==> src/hw/rtl/crc_rx_pkg.sv <==
// Package for the CRC-checked frame receiver: controller states, the command and
// status structs that join controller and datapath, and the CRC constants.
// Depends on nothing; every other file of the block takes its names from here.
package crc_rx_pkg;

   // Default frame length in bytes, header and trailing CRC included.
   localparam int FRAME_BYTES_DEFAULT = 32;

   // CRC-16/CCITT-FALSE constants.
   localparam logic [15:0] CRC_INIT = 16'hFFFF;
   localparam logic [15:0] CRC_POLY = 16'h1021;
   localparam logic [15:0] CRC_MSB  = 16'h8000;

   // Controller states.
   typedef enum logic [3:0] {
      ST_IDLE,
      ST_CHECK,
      ST_HDR_LO,
      ST_HDR_HI,
      ST_CRC,
      ST_TRL_LO,
      ST_TRL_HI,
      ST_EMIT,
      ST_NOTICE
   } state_type;

   // Commands from the controller to the datapath.
   typedef struct packed {
      logic wr_byte;     // store the incoming byte behind the pending bytes
      logic idx_clr;     // offset counter back to zero
      logic idx_inc;     // offset counter forward by one
      logic cap_lo;      // hold the byte just read as a low byte
      logic crc_init;    // load the CRC seed
      logic crc_upd;     // fold the byte just read into the CRC
      logic drop;        // drop the leading pending byte
      logic clear_fill;  // empty the window
      logic load_frame;  // put a frame byte into the output register
      logic load_notice; // put a failure notice into the output register
   } cmd_type;

   // Status from the datapath to the controller.
   typedef struct packed {
      logic fill_ge2;    // two or more bytes pending
      logic fill_full;   // a whole frame is pending
      logic hdr_match;   // the two bytes read match the sync word
      logic crc_match;   // the two bytes read match the computed CRC
      logic idx_crc_end; // the byte at the offset is the last one under the CRC
      logic idx_last;    // the offset points at the final byte of the frame
      logic out_free;    // the output register can take an item this cycle
   } status_type;

endpackage

==> src/hw/rtl/crc_checked_frame_receiver_core.sv <==
// Top level of the CRC-checked frame receiver: joins the controller and the datapath.
// Depends on crc_rx_pkg, crc_rx_ctrl and crc_rx_dp.
//
//   channel  direction  handshake            payload
//   req_     in         req_valid/req_stall  req_rx_byte
//   rsp_     out        rsp_valid/rsp_stall  rsp_kind, rsp_frame_byte, rsp_last,
//                                            rsp_lost_total
//   csr_     in         csr_valid/csr_ready  csr_header_word
//
// A byte is taken in ST_IDLE; a header check then runs ST_CHECK, ST_HDR_LO, ST_HDR_HI,
// and a failed check drops one byte and checks again. A full matching window runs the
// CRC one byte a cycle out of the single read port over FRAME_BYTES - 2 bytes, then
// reads the trailer; a good frame leaves FRAME_BYTES items, one a cycle unless stalled.
// req_stall is high from the accepted byte until scanning is done; a stalled result
// holds the sequencer. Reset is synchronous and clears the fill, lost count and sync word.
module crc_checked_frame_receiver_core #(
   parameter int FRAME_BYTES = crc_rx_pkg::FRAME_BYTES_DEFAULT
) (
   input  logic        clock,
   input  logic        reset,
   input  logic        req_valid,
   output logic        req_stall,
   input  logic [7:0]  req_rx_byte,
   output logic        rsp_valid,
   input  logic        rsp_stall,
   output logic        rsp_kind,
   output logic [7:0]  rsp_frame_byte,
   output logic        rsp_last,
   output logic [15:0] rsp_lost_total,
   input  logic        csr_valid,
   output logic        csr_ready,
   input  logic [15:0] csr_header_word
);

   crc_rx_pkg::cmd_type    cmd;
   crc_rx_pkg::status_type status;

   // The sync word register takes a write in any cycle.
   assign csr_ready = 1'b1;

   crc_rx_ctrl u_ctrl (
      .clock     (clock),
      .reset     (reset),
      .req_valid (req_valid),
      .req_stall (req_stall),
      .status    (status),
      .cmd       (cmd)
   );

   crc_rx_dp #(
      .FRAME_BYTES (FRAME_BYTES)
   ) u_dp (
      .clock           (clock),
      .reset           (reset),
      .cmd             (cmd),
      .status          (status),
      .req_rx_byte     (req_rx_byte),
      .csr_valid       (csr_valid && csr_ready),
      .csr_header_word (csr_header_word),
      .rsp_valid       (rsp_valid),
      .rsp_stall       (rsp_stall),
      .rsp_kind        (rsp_kind),
      .rsp_frame_byte  (rsp_frame_byte),
      .rsp_last        (rsp_last),
      .rsp_lost_total  (rsp_lost_total)
   );

endmodule

==> src/hw/rtl/crc_rx_ctrl.sv <==
// Controller of the CRC-checked frame receiver: a state machine that scans for the
// header, steps the CRC over the window and sequences the output items.
// Depends on crc_rx_pkg for the state enum and the command and status structs.
module crc_rx_ctrl (
   input  logic                   clock,
   input  logic                   reset,
   input  logic                   req_valid,
   output logic                   req_stall,
   input  crc_rx_pkg::status_type status,
   output crc_rx_pkg::cmd_type    cmd
);

   crc_rx_pkg::state_type state_ff;
   crc_rx_pkg::state_type state_in;

   // State register.
   always_ff @(posedge clock) begin
      if (reset) begin
         state_ff <= crc_rx_pkg::ST_IDLE;
      end else begin
         state_ff <= state_in;
      end
   end

   // Next state.
   always_comb begin
      state_in = state_ff;
      unique case (state_ff)
         crc_rx_pkg::ST_IDLE: begin
            if (req_valid) state_in = crc_rx_pkg::ST_CHECK;
         end
         crc_rx_pkg::ST_CHECK: begin
            state_in = status.fill_ge2 ? crc_rx_pkg::ST_HDR_LO : crc_rx_pkg::ST_IDLE;
         end
         crc_rx_pkg::ST_HDR_LO: begin
            state_in = crc_rx_pkg::ST_HDR_HI;
         end
         crc_rx_pkg::ST_HDR_HI: begin
            if (!status.hdr_match) begin
               state_in = crc_rx_pkg::ST_CHECK;
            end else if (!status.fill_full) begin
               state_in = crc_rx_pkg::ST_IDLE;
            end else begin
               state_in = crc_rx_pkg::ST_CRC;
            end
         end
         crc_rx_pkg::ST_CRC: begin
            if (status.idx_crc_end) state_in = crc_rx_pkg::ST_TRL_LO;
         end
         crc_rx_pkg::ST_TRL_LO: begin
            state_in = crc_rx_pkg::ST_TRL_HI;
         end
         crc_rx_pkg::ST_TRL_HI: begin
            state_in = status.crc_match ? crc_rx_pkg::ST_EMIT : crc_rx_pkg::ST_NOTICE;
         end
         crc_rx_pkg::ST_EMIT: begin
            if (status.out_free && status.idx_last) state_in = crc_rx_pkg::ST_IDLE;
         end
         crc_rx_pkg::ST_NOTICE: begin
            if (status.out_free) state_in = crc_rx_pkg::ST_CHECK;
         end
         default: begin
            state_in = crc_rx_pkg::ST_IDLE;
         end
      endcase
   end

   // Commands and handshake outputs.
   always_comb begin
      cmd       = '0;
      req_stall = 1'b1;
      unique case (state_ff)
         crc_rx_pkg::ST_IDLE: begin
            req_stall   = 1'b0;
            cmd.wr_byte = req_valid;
         end
         crc_rx_pkg::ST_CHECK: begin
            cmd.idx_clr = 1'b1;
         end
         crc_rx_pkg::ST_HDR_LO: begin
            cmd.cap_lo  = 1'b1;
            cmd.idx_inc = 1'b1;
         end
         crc_rx_pkg::ST_HDR_HI: begin
            // A mismatch drops one byte; a full matching window starts the CRC.
            cmd.drop     = !status.hdr_match;
            cmd.idx_clr  = 1'b1;
            cmd.crc_init = status.hdr_match && status.fill_full;
         end
         crc_rx_pkg::ST_CRC: begin
            cmd.crc_upd = 1'b1;
            cmd.idx_inc = 1'b1;
         end
         crc_rx_pkg::ST_TRL_LO: begin
            cmd.cap_lo  = 1'b1;
            cmd.idx_inc = 1'b1;
         end
         crc_rx_pkg::ST_TRL_HI: begin
            cmd.idx_clr = 1'b1;
         end
         crc_rx_pkg::ST_EMIT: begin
            if (status.out_free) begin
               cmd.load_frame = 1'b1;
               cmd.idx_inc    = !status.idx_last;
               cmd.idx_clr    = status.idx_last;
               cmd.clear_fill = status.idx_last;
            end
         end
         crc_rx_pkg::ST_NOTICE: begin
            if (status.out_free) begin
               cmd.load_notice = 1'b1;
               cmd.drop        = 1'b1;
            end
         end
         default: begin
            cmd = '0;
         end
      endcase
   end

endmodule

==> src/hw/rtl/crc_rx_dp.sv <==
// Datapath of the CRC-checked frame receiver: circular window memory, fill and
// offset counters, CRC register, lost-frame counter, sync word and output register.
// Depends on crc_rx_pkg for the command and status structs and the CRC constants.
module crc_rx_dp #(
   parameter int FRAME_BYTES = crc_rx_pkg::FRAME_BYTES_DEFAULT
) (
   input  logic                   clock,
   input  logic                   reset,
   input  crc_rx_pkg::cmd_type    cmd,
   output crc_rx_pkg::status_type status,
   input  logic [7:0]             req_rx_byte,
   input  logic                   csr_valid,
   input  logic [15:0]            csr_header_word,
   output logic                   rsp_valid,
   input  logic                   rsp_stall,
   output logic                   rsp_kind,
   output logic [7:0]             rsp_frame_byte,
   output logic                   rsp_last,
   output logic [15:0]            rsp_lost_total
);

   localparam int AW = $clog2(FRAME_BYTES);
   localparam int FW = $clog2(FRAME_BYTES + 1);
   localparam logic [AW:0]   FB_WRAP     = (AW + 1)'(FRAME_BYTES);
   localparam logic [FW-1:0] FILL_FULL   = FW'(FRAME_BYTES);
   localparam logic [FW-1:0] FILL_TWO    = FW'(2);
   localparam logic [AW-1:0] IDX_CRC_END = AW'(FRAME_BYTES - 3);
   localparam logic [AW-1:0] IDX_LAST    = AW'(FRAME_BYTES - 1);

   // Address addition modulo the window length; both operands stay below it.
   function automatic logic [AW-1:0] wrap_add(input logic [AW-1:0] a, input logic [AW-1:0] b);
      logic [AW:0] s;
      s = (AW + 1)'(a) + (AW + 1)'(b);
      if (s >= FB_WRAP) s = s - FB_WRAP;
      return s[AW-1:0];
   endfunction

   // One byte of CRC-16/CCITT-FALSE, most significant bit first.
   function automatic logic [15:0] crc_byte(input logic [15:0] crc, input logic [7:0] data);
      logic [15:0] c;
      c = crc ^ {data, 8'h00};
      for (int b = 0; b < 8; b++) begin
         if ((c & crc_rx_pkg::CRC_MSB) != 16'h0000) begin
            c = {c[14:0], 1'b0} ^ crc_rx_pkg::CRC_POLY;
         end else begin
            c = {c[14:0], 1'b0};
         end
      end
      return c;
   endfunction

   logic [7:0]    window_mem [FRAME_BYTES];
   logic [7:0]    rd_data_ff;
   logic [AW-1:0] rd_addr;
   logic [AW-1:0] wr_addr;

   logic [AW-1:0] head_ff, head_in;
   logic [FW-1:0] fill_ff, fill_in;
   logic [AW-1:0] idx_ff,  idx_in;
   logic [15:0]   lost_ff, lost_in;
   logic [15:0]   header_ff;
   logic [15:0]   crc_ff,  crc_in;
   logic [7:0]    lo_ff,   lo_in;

   logic          out_valid_ff, out_valid_in;
   logic          out_kind_ff,  out_kind_in;
   logic [7:0]    out_byte_ff,  out_byte_in;
   logic          out_last_ff,  out_last_in;
   logic [15:0]   out_lost_ff,  out_lost_in;
   logic          out_free;

   // Window pointers and counters.
   always_comb begin
      head_in = head_ff;
      fill_in = fill_ff;
      idx_in  = idx_ff;
      lost_in = lost_ff;
      if (cmd.wr_byte) fill_in = fill_ff + FW'(1);
      if (cmd.drop) begin
         head_in = wrap_add(head_ff, AW'(1));
         fill_in = fill_ff - FW'(1);
      end
      if (cmd.clear_fill) fill_in = '0;
      if (cmd.idx_clr) begin
         idx_in = '0;
      end else if (cmd.idx_inc) begin
         idx_in = idx_ff + AW'(1);
      end
      if (cmd.load_notice) lost_in = lost_ff + 16'd1;
   end

   // The read address follows the next pointer values, so the registered read data
   // in each state is the byte at the current head plus offset.
   assign rd_addr = wrap_add(head_in, idx_in);
   assign wr_addr = wrap_add(head_ff, fill_ff[AW-1:0]);

   // Window memory: one write port, one registered read port.
   always_ff @(posedge clock) begin
      if (cmd.wr_byte) window_mem[wr_addr] <= req_rx_byte;
      rd_data_ff <= window_mem[rd_addr];
   end

   // CRC and captured low byte.
   always_comb begin
      crc_in = crc_ff;
      lo_in  = lo_ff;
      if (cmd.crc_init) begin
         crc_in = crc_rx_pkg::CRC_INIT;
      end else if (cmd.crc_upd) begin
         crc_in = crc_byte(crc_ff, rd_data_ff);
      end
      if (cmd.cap_lo) lo_in = rd_data_ff;
   end

   // Output register: it takes a new item when empty or when its item leaves.
   assign out_free = !out_valid_ff || !rsp_stall;

   always_comb begin
      out_valid_in = out_valid_ff;
      out_kind_in  = out_kind_ff;
      out_byte_in  = out_byte_ff;
      out_last_in  = out_last_ff;
      out_lost_in  = out_lost_ff;
      if (!rsp_stall) out_valid_in = 1'b0;
      if (cmd.load_frame) begin
         out_valid_in = 1'b1;
         out_kind_in  = 1'b0;
         out_byte_in  = rd_data_ff;
         out_last_in  = status.idx_last;
         out_lost_in  = lost_ff;
      end else if (cmd.load_notice) begin
         out_valid_in = 1'b1;
         out_kind_in  = 1'b1;
         out_byte_in  = 8'h00;
         out_last_in  = 1'b1;
         out_lost_in  = lost_in;
      end
   end

   // Control registers.
   always_ff @(posedge clock) begin
      if (reset) begin
         head_ff      <= '0;
         fill_ff      <= '0;
         idx_ff       <= '0;
         lost_ff      <= '0;
         header_ff    <= '0;
         out_valid_ff <= 1'b0;
      end else begin
         head_ff      <= head_in;
         fill_ff      <= fill_in;
         idx_ff       <= idx_in;
         lost_ff      <= lost_in;
         out_valid_ff <= out_valid_in;
         if (csr_valid) header_ff <= csr_header_word;
      end
   end

   // Payload registers.
   always_ff @(posedge clock) begin
      crc_ff      <= crc_in;
      lo_ff       <= lo_in;
      out_kind_ff <= out_kind_in;
      out_byte_ff <= out_byte_in;
      out_last_ff <= out_last_in;
      out_lost_ff <= out_lost_in;
   end

   // Status towards the controller.
   always_comb begin
      status.fill_ge2    = fill_ff >= FILL_TWO;
      status.fill_full   = fill_ff == FILL_FULL;
      status.hdr_match   = {rd_data_ff, lo_ff} == header_ff;
      status.crc_match   = {rd_data_ff, lo_ff} == crc_ff;
      status.idx_crc_end = idx_ff == IDX_CRC_END;
      status.idx_last    = idx_ff == IDX_LAST;
      status.out_free    = out_free;
   end

   assign rsp_valid      = out_valid_ff;
   assign rsp_kind       = out_kind_ff;
   assign rsp_frame_byte = out_byte_ff;
   assign rsp_last       = out_last_ff;
   assign rsp_lost_total = out_lost_ff;

   // The window never holds more than one frame.
   a_fill_bound: assert property (@(posedge clock) disable iff (reset)
      fill_ff <= FILL_FULL)
      else $error("window fill beyond frame length");

   // A byte is only stored while the window has room.
   a_write_room: assert property (@(posedge clock) disable iff (reset)
      cmd.wr_byte |-> fill_ff < FILL_FULL)
      else $error("byte written into a full window");

   // The output register is never overwritten while its item is held.
   a_no_overwrite: assert property (@(posedge clock) disable iff (reset)
      (cmd.load_frame || cmd.load_notice) |-> out_free)
      else $error("output item overwritten under stall");

   // A failure notice carries a zero byte and closes its own sequence.
   a_notice_form: assert property (@(posedge clock) disable iff (reset)
      (out_valid_ff && out_kind_ff) |-> (out_last_ff && out_byte_ff == 8'h00))
      else $error("malformed failure notice");

endmodule

==> config.mk <==
export PLATFORM = sky130hd
export DESIGN_NAME = crc_checked_frame_receiver_core
export DESIGN_NICKNAME = d
export VERILOG_FILES = /design/src/hw/rtl/crc_rx_pkg.sv /design/src/hw/rtl/crc_checked_frame_receiver_core.sv /design/src/hw/rtl/crc_rx_ctrl.sv /design/src/hw/rtl/crc_rx_dp.sv
export SDC_FILE = /design/constraint.sdc
export NUM_CORES = 1
export LEC_CHECK = 0
export BUFFER_PORTS_ARGS = -buffer_cell sky130_fd_sc_hd__buf_2
export CAP_MARGIN = 20
export CORE_AREA = 2 2 200 202
export CTS_BUF_LIST = sky130_fd_sc_hd__clkbuf_4
export DETAILED_ROUTE_END_ITERATION = 6
export DIE_AREA = 0 0 202 204
export HOLD_SLACK_MARGIN = 0.06
export RECOVER_POWER = 100
export SYNTH_ARGS = -nofsm -noshare
export SYNTH_HDL_FRONTEND = slang
export SYNTH_HIERARCHICAL = 1
export SYNTH_SLANG_ARGS = --single-unit
==> constraint.sdc <==
create_clock -name clock -period 6.1 [get_ports clock]
set_clock_uncertainty 0.2 [all_clocks]
set_input_delay 0.305 -clock clock [delete_from_list [all_inputs] [get_ports clock]]
set_output_delay 0.305 -clock clock [all_outputs]
set_load 0.02 [all_outputs]
==> results.md, run 1 <==
* Cells along the critical path: xnor2_1, nand4_1, nor4_1, nand2b_1, o32a_1, nor2_1, xor2_1, ha_4, inv_1, fa_1, buf_12, buf_4, mux4_2, mux4_2, mux2_1
* Largest area contributor in the netlist: edfxtp_1
* Slowest CP cell: fa_1
* GRT Overall Usage at 16.91%
* Cell Area, Placed at 16240 sq um
* FILL cells at 3438
* Final nets at 1201
* Num CTS Buffers at 95
* # H-tree levels at 3
* Critical Path AT at 5.79 ns
* Top-area cell type share of the netlist area at 56.41%
* Fin. Hold Viols at 0
* CP Launch Type: flop
* Gate Count Post-Synth at 965
* Largest net degree at the start of global routing at 51
* Core Area at 39180 sq um
* Final setup fails at 0
* Final Wtd Congestion at 0.7692
* R2R Setup Slk at 0.69 ns
* Gate power share at 31.6%
* Later-pin clock latency in the skew report at 0.76 ns
* Worst Setup Path Type: flop to flop
* Upper clock frequency limit at 0.1849 GHz
* Final instance area at 17980 sq um
* RSZ-0062 raised after global routing: false
* Pleak at 6.145 nW
* PwrDens at 415.5 nW/um^2
* Failing checks: capacitance limit, slew limit
* Data required time of the worst path at 6.49 ns
* Slew HR at -4.188%
* Total wire length at 34.02 mm
* Initial antenna violation count at 2
* First-pass GRT wire length at 52.75 mm
* Postcts setup bufs at 0
* WL per Instance at 19.45 um
* Die Wd at 202 um
* TritonCTS Sinks at 367
* Syn-to-layout area delta at 16.86%
* Commonest non-fill, non-tap cell in the layout: edfxtp_1
* Unique masters post-synth at 55
* # port buffers at 56
* Via density per instance at 5.080
* Number of synthesized flops with an enable pin at 289
* NetSw at 0.002320 W
* Worst path bufs/invs at 3
* Critical path endpoint category: flop
* Synth Flop Type: edfxtp_1
* Clock Power Share at 27.4%
* Synthesized Nets at 1014
* Share of cells above drive strength 1 at 22.36%
* Overall power at 0.007469 W
* Synth async-reset ratio at 0%
* Clk buf depth at 3
* Status: finished with violations
* CTS tree: yes
* Die ar. at 41210 sq um
* Internal Power at 0.005149 W
* Slew Viols, Final at 66
* Sequential fraction of the synthesis area at 66.56%
* Worst Path Max Fanout at 40
* Seq cells post-synth at 367
* Cell family with most CP delay: adder cells
* Initial Util at 39.26%
* Overflow after GRT at 0
* Avg Cell Area, Syn at 15.94 sq um
* Vert. Die Dim at 204 um
* Most frequent cells in the layout: 289 x edfxtp_1, 136 x clkbuf_4, 102 x nor2_1, 80 x mux4_2, 78 x dfxtp_1
* Area of the mapped netlist at 15380 sq um
* I/O Pins at 58
* Drt pass-1 iters at 5
* Num rows at 73
* Max-cap violation count at 2
* Routed via count at 8885
* Initial DRC count at 552
* CP peak stage delay at 0.97 ns
* Yosys warns at 6
* CTS root buf: clkbuf_4
* CTS clk-pin slew, worst paths at 0.06 ns
* Min Tclk post-route at 5.409 ns
* TNS Setup at 0 ns
* Net switching fraction of the power at 31.06%
* Most used cell, CP: mux4_2
* Antenna Nets Post-Route at 0
* Number of global-route vias before repair at 9268
* Post-CTS Resized at 0
* Least-Margin Pin Slew at 1.563 ns
* Hold Path Class: flop to flop
* HPWL Detailed at 20.73 mm
* Main area contributors after synthesis: edfxtp_1 56%, mux4_2 12%, dfxtp_1 10%, xnor2_1 3.4%, nor2_1 2.5%
* DRC Markers at 0
* Peak VDD IR at 222.8 uV
* Period utilisation layout at 88.67%
* Sequential power share at 41.0%
-- cell usage after synthesis, types with 5 or more instances --
cell / number
nand2b_1: 9
buf_4: 10
dfxtp_1: 78
inv_1: 14
a21o_1: 5
nor2b_1: 8
and2_1: 9
nand4_1: 17
o21ai_0: 7
or2_1: 11
xnor2_1: 59
nand3_1: 18
mux2_2: 9
a21oi_1: 35
nor4_1: 5
ha_1: 17
nor3_1: 21
mux2i_1: 21
nand2_1: 22
xor2_1: 33
edfxtp_1: 289
or2_2: 7
clkbuf_1: 27
nor2_1: 102
mux4_2: 80
buf_2: 5
-- state kept, by name, summed over array words and instances, names as in the netlist --
register	flops
u_ctrl/state_ff	4
u_dp/crc_ff	16
u_dp/fill_ff	6
u_dp/head_ff	5
u_dp/header_ff	16
u_dp/idx_ff	5
u_dp/lo_ff	8
u_dp/lost_ff	16
u_dp/rd_data_ff	8
u_dp/rsp_frame_byte	8
u_dp/rsp_kind	1
u_dp/rsp_last	1
u_dp/rsp_lost_total	16
u_dp/rsp_valid	1
u_dp/window_mem	256
-- per-stage QoR --
step / util, % / hold slack [ns] / worst slack [ns] / cells
floorplan: - / 0.1741 / 1.660 / 965
global placement: 41.38 / 0.2491 / 0.9312 / 1511
detailed placement: 41.43 / 0.2588 / 0.9508 / 1513
CTS: 46.03 / 0.2751 / 0.9388 / 1741
global route: 45.88 / 0.3006 / 0.3810 / 1749
finish: 45.88 / 0.2708 / 0.6911 / 1749
-- worst min-delay path, cell delays in order (launching register included) --
cell	delay (ns)
dfxtp_1	0.33
nor2_1	0.05
nor2_1	0.06
-- layout make-up --
type	instances	area, sq um	share of cell area (%)
Tap cell	525	656.9	3.654
Inverter	14	52.55	0.2923
Multi-Input combinational cell	536	4866	27.07
Sequential cell	367	10240	56.96
Timing Repair Buffer	138	973.4	5.415
Antenna cell	3	7.507	0.04176
Clock inverter	30	160.2	0.8909
Clock buffer	136	1021	5.679
-- power groups by stage --
stage	clock network (W)	logic (W)	registers [W]
detailed placement	0	0.00235	0.00311
floorplan	0	0.00184	0.00304
global route	0.00225	0.00259	0.00308
CTS	0.00212	0.00240	0.00306
global placement	0	0.00235	0.00310
finish	0.00205	0.00236	0.00306
-- per-layer routing --
layer | wire length, um | vias to the layer above | track usage (%)
li1 | - | 4099 | -
met4 | 561 | 0 | 4.937
met5 | 0 | - | 0
met1 | 14770 | 4453 | 22.39
met3 | 2064 | 54 | 3.938
met2 | 16620 | 279 | 27.92
-- cells by family after synthesis --
| kind of cell | share of synthesized area (%) |
|---|---|
| XOR/XNOR | 5.490 |
| other | 0.02438 |
| adder cells (fa/ha/maj) | 1.773 |
| flip-flops | 66.56 |
| multiplexers | 13.74 |
| buffers and inverters | 1.944 |
| AND/OR/NAND/NOR | 8.101 |
| AO/OA/AOI/OAI | 2.367 |
-- timing repair --
action,CTS,global route
hold buffers,62,0
hold endpoints to repair,300,0
setup endpoints to repair,0,0
-- path summary, 6_finish.rpt --
path | startpoint | to | depth (start not counted)
hold reg to reg | u_dp/rsp_kind | u_dp/rsp_kind | 2
setup / recovery | u_dp/rd_data_ff[2] | u_dp/rd_data_ff[7] | 15
setup reg to reg | u_dp/rd_data_ff[2] | u_dp/rd_data_ff[7] | 15
hold / removal | u_dp/rsp_kind | u_dp/rsp_kind | 2
(Power assumes the default switching activity.)
==> run 2: changes to the inputs <==
--- a/config.mk
+++ b/config.mk
@@ -7,11 +7,12 @@
 export LEC_CHECK = 0
 export BUFFER_PORTS_ARGS = -buffer_cell sky130_fd_sc_hd__buf_2
 export CAP_MARGIN = 20
-export CORE_AREA = 2 2 200 202
+export CORE_AREA = 2 2 179 181
 export CTS_BUF_LIST = sky130_fd_sc_hd__clkbuf_4
 export DETAILED_ROUTE_END_ITERATION = 6
-export DIE_AREA = 0 0 202 204
+export DIE_AREA = 0 0 181 183
 export HOLD_SLACK_MARGIN = 0.06
+export PLACE_DENSITY = 0.66
 export RECOVER_POWER = 100
 export SYNTH_ARGS = -nofsm -noshare
 export SYNTH_HDL_FRONTEND = slang
==> run 2 against run 1 <==
Against the previous run: the run still ends with capacitance limit, slew limit left; routed wire length down 2.7%; core utilization increased by 11 points; die area is 20% lower; sequential share of layout area rose by 0.65 points; via count is essentially flat; clock-buffer cell count fell by 1; maximum frequency rose by 0.21%; critical path type unchanged; highest routed layer unchanged.
==> results.md, run 2 (synthesis results as in run 1) <==
* Commonest non-fill, non-tap cell in the layout: edfxtp_1
* Biggest register: u_dp/window_mem
* TritonCTS Sinks at 367
* Clk buf depth at 3
* I/O Pins at 58
* Placed cell count at 1386
* Period utilisation layout at 88.49%
* Least-Margin Pin Slew at 1.718 ns
* Slew Viols, Final at 82
* CTS tree: yes
* Cell Area, Placed at 16050 sq um
* Share of cells above drive strength 1 at 22.90%
* Worst path bufs/invs at 2
* Cell family with most CP delay: multiplexers
* Initial Util at 49.26%
* Hold Path Class: flop to flop
* Initial DRC count at 701
* CTS root buf: clkbuf_4
* TNS Setup at 0 ns
* GRT Overall Usage at 20.66%
* Most used cell, CP: mux4_2
* Initial antenna violation count at 2
* WL per Instance at 20.47 um
* Critical Path AT at 5.80 ns
* Worst Path Max Fanout at 64
* Drt pass-1 iters at 5
* CTS clk-pin slew, worst paths at 0.06 ns
* Failing checks: capacitance limit, slew limit
* Cells along the critical path: nand2_1, o32a_1, nor2_1, xor2_1, ha_4, inv_1, fa_2, clkbuf_4, mux4_2, mux4_2, mux2_2
* Routed via count at 8893
* Num rows at 65
* Data required time of the worst path at 6.51 ns
* # port buffers at 56
* Overall power at 0.007467 W
* Via density per instance at 5.500
* Die ar. at 33120 sq um
* Most frequent cells in the layout: 289 x edfxtp_1, 136 x clkbuf_4, 102 x nor2_1, 80 x mux4_2, 78 x dfxtp_1
* Largest net degree at the start of global routing at 65
* # H-tree levels at 3
* DRC Markers at 0
* Hold Path Depth at 2
* Later-pin clock latency in the skew report at 0.76 ns
* Post-Layout Cell Count at 1617
* PwrDens at 420.1 nW/um^2
* Critical path depth at 11
* Antenna Nets Post-Route at 0
* Final Wtd Congestion at 0.7904
* Overflow after GRT at 0
* Critical path endpoint category: flop
* Final nets at 1191
* Worst Setup Path Type: flop to flop
* Final setup fails at 0
* Max FFs per register at 256
* Max-cap violation count at 3
* CP Launch Type: flop
* Die Wd at 181 um
* Slowest CP cell: clkbuf_4
* Number of global-route vias before repair at 9069
* Worst R2R Path Depth at 11
* Min Tclk post-route at 5.398 ns
* Slew HR at -15.43%
* Vert. Die Dim at 183 um
* Core Area at 31230 sq um
* HPWL Detailed at 19.79 mm
* Syn-to-layout area delta at 15.53%
* Total wire length at 33.10 mm
* CP peak stage delay at 0.79 ns
* Num CTS Buffers at 94
* Pleak at 6.137 nW
* Status: finished with violations
* Fin. Hold Viols at 0
* Upper clock frequency limit at 0.1853 GHz
* Final instance area at 17770 sq um
* RSZ-0062 raised after global routing: false
* First-pass GRT wire length at 51.76 mm
* Peak VDD IR at 197.0 uV
## run 2: changes by cell type in the layout (fill, tap and decap cells not counted), moves of 2 or more
cell           delta
clkbuf_1          -8
mux2_1            -3
mux2_2            +3
and2_0            -2
and2_1            +2
clkinv_1          +2
clkinv_2          +2
diode_2           -2
dlygate4sd3_1     -2
## run 2: power by group
part | total [W] | switching (W) | internal [W]
Sequential | 0.00308 | 0.000195 | 0.00288
Clock | 0.00204 | 0.000974 | 0.00107
Combinational | 0.00235 | 0.00114 | 0.00121
Total | 0.00747 | 0.00231 | 0.00515
## run 2: area by class of cell
type / instances / area [sq um]
Fill cell: 2516 / 13460
Sequential cell: 367 / 10240
Multi-Input combinational cell: 536 / 4868
Clock buffer: 135 / 1013
Timing Repair Buffer: 129 / 918.4
Tap cell: 402 / 503.0
Clock inverter: 33 / 175.2
Inverter: 14 / 52.55
Antenna cell: 1 / 2.502
## run 2: through the flow
stage | utilization [%] | setup slack (ns) | hold WS [ns]
after detailed placement | 51.39 | 1.109 | 0.2877
final | 56.91 | 0.7022 | 0.2918
after global routing | 56.91 | 0.4348 | 0.3302
after CTS | 57.12 | 1.064 | 0.2959
after floorplan | - | 1.660 | 0.1741
after global placement | 51.39 | 1.115 | 0.2504
## run 2: per-layer routing
| layer | routed length [um] | GRT usage, % | vias to the layer above |
|---|---|---|---|
| li1 | - | - | 4075 |
| met3 | 2197 | 4.925 | 60 |
| met4 | 705 | 7.707 | 0 |
| met2 | 16180 | 33.42 | 307 |
| met5 | 0 | 0 | - |
| met1 | 14020 | 27.52 | 4451 |
## run 2: worst paths after layout
kind | slack, ns | start | endpoint
worst min-delay path | 0.29 | u_dp/fill_ff[5] | u_dp/fill_ff[5]
worst max-delay path | 0.70 | u_ctrl/state_ff[3] | u_dp/rd_data_ff[7]
worst max register to register | 0.70 | u_ctrl/state_ff[3] | u_dp/rd_data_ff[7]
worst min register to register | 0.29 | u_dp/fill_ff[5] | u_dp/fill_ff[5]
## run 2: repair_timing
| action | in CTS | in global routing |
|---|---|---|
| hold endpoints to repair | 300 | 0 |
| hold buffers | 60 | 0 |
| buffers inserted | 0 | 0 |
| gates resized for setup | 0 | 0 |
## run 2: tightest hold or removal path, cell delays in order, from the launching register on
cell	delay, ns
dfxtp_1	0.32
nand4_1	0.07
a21oi_1	0.06
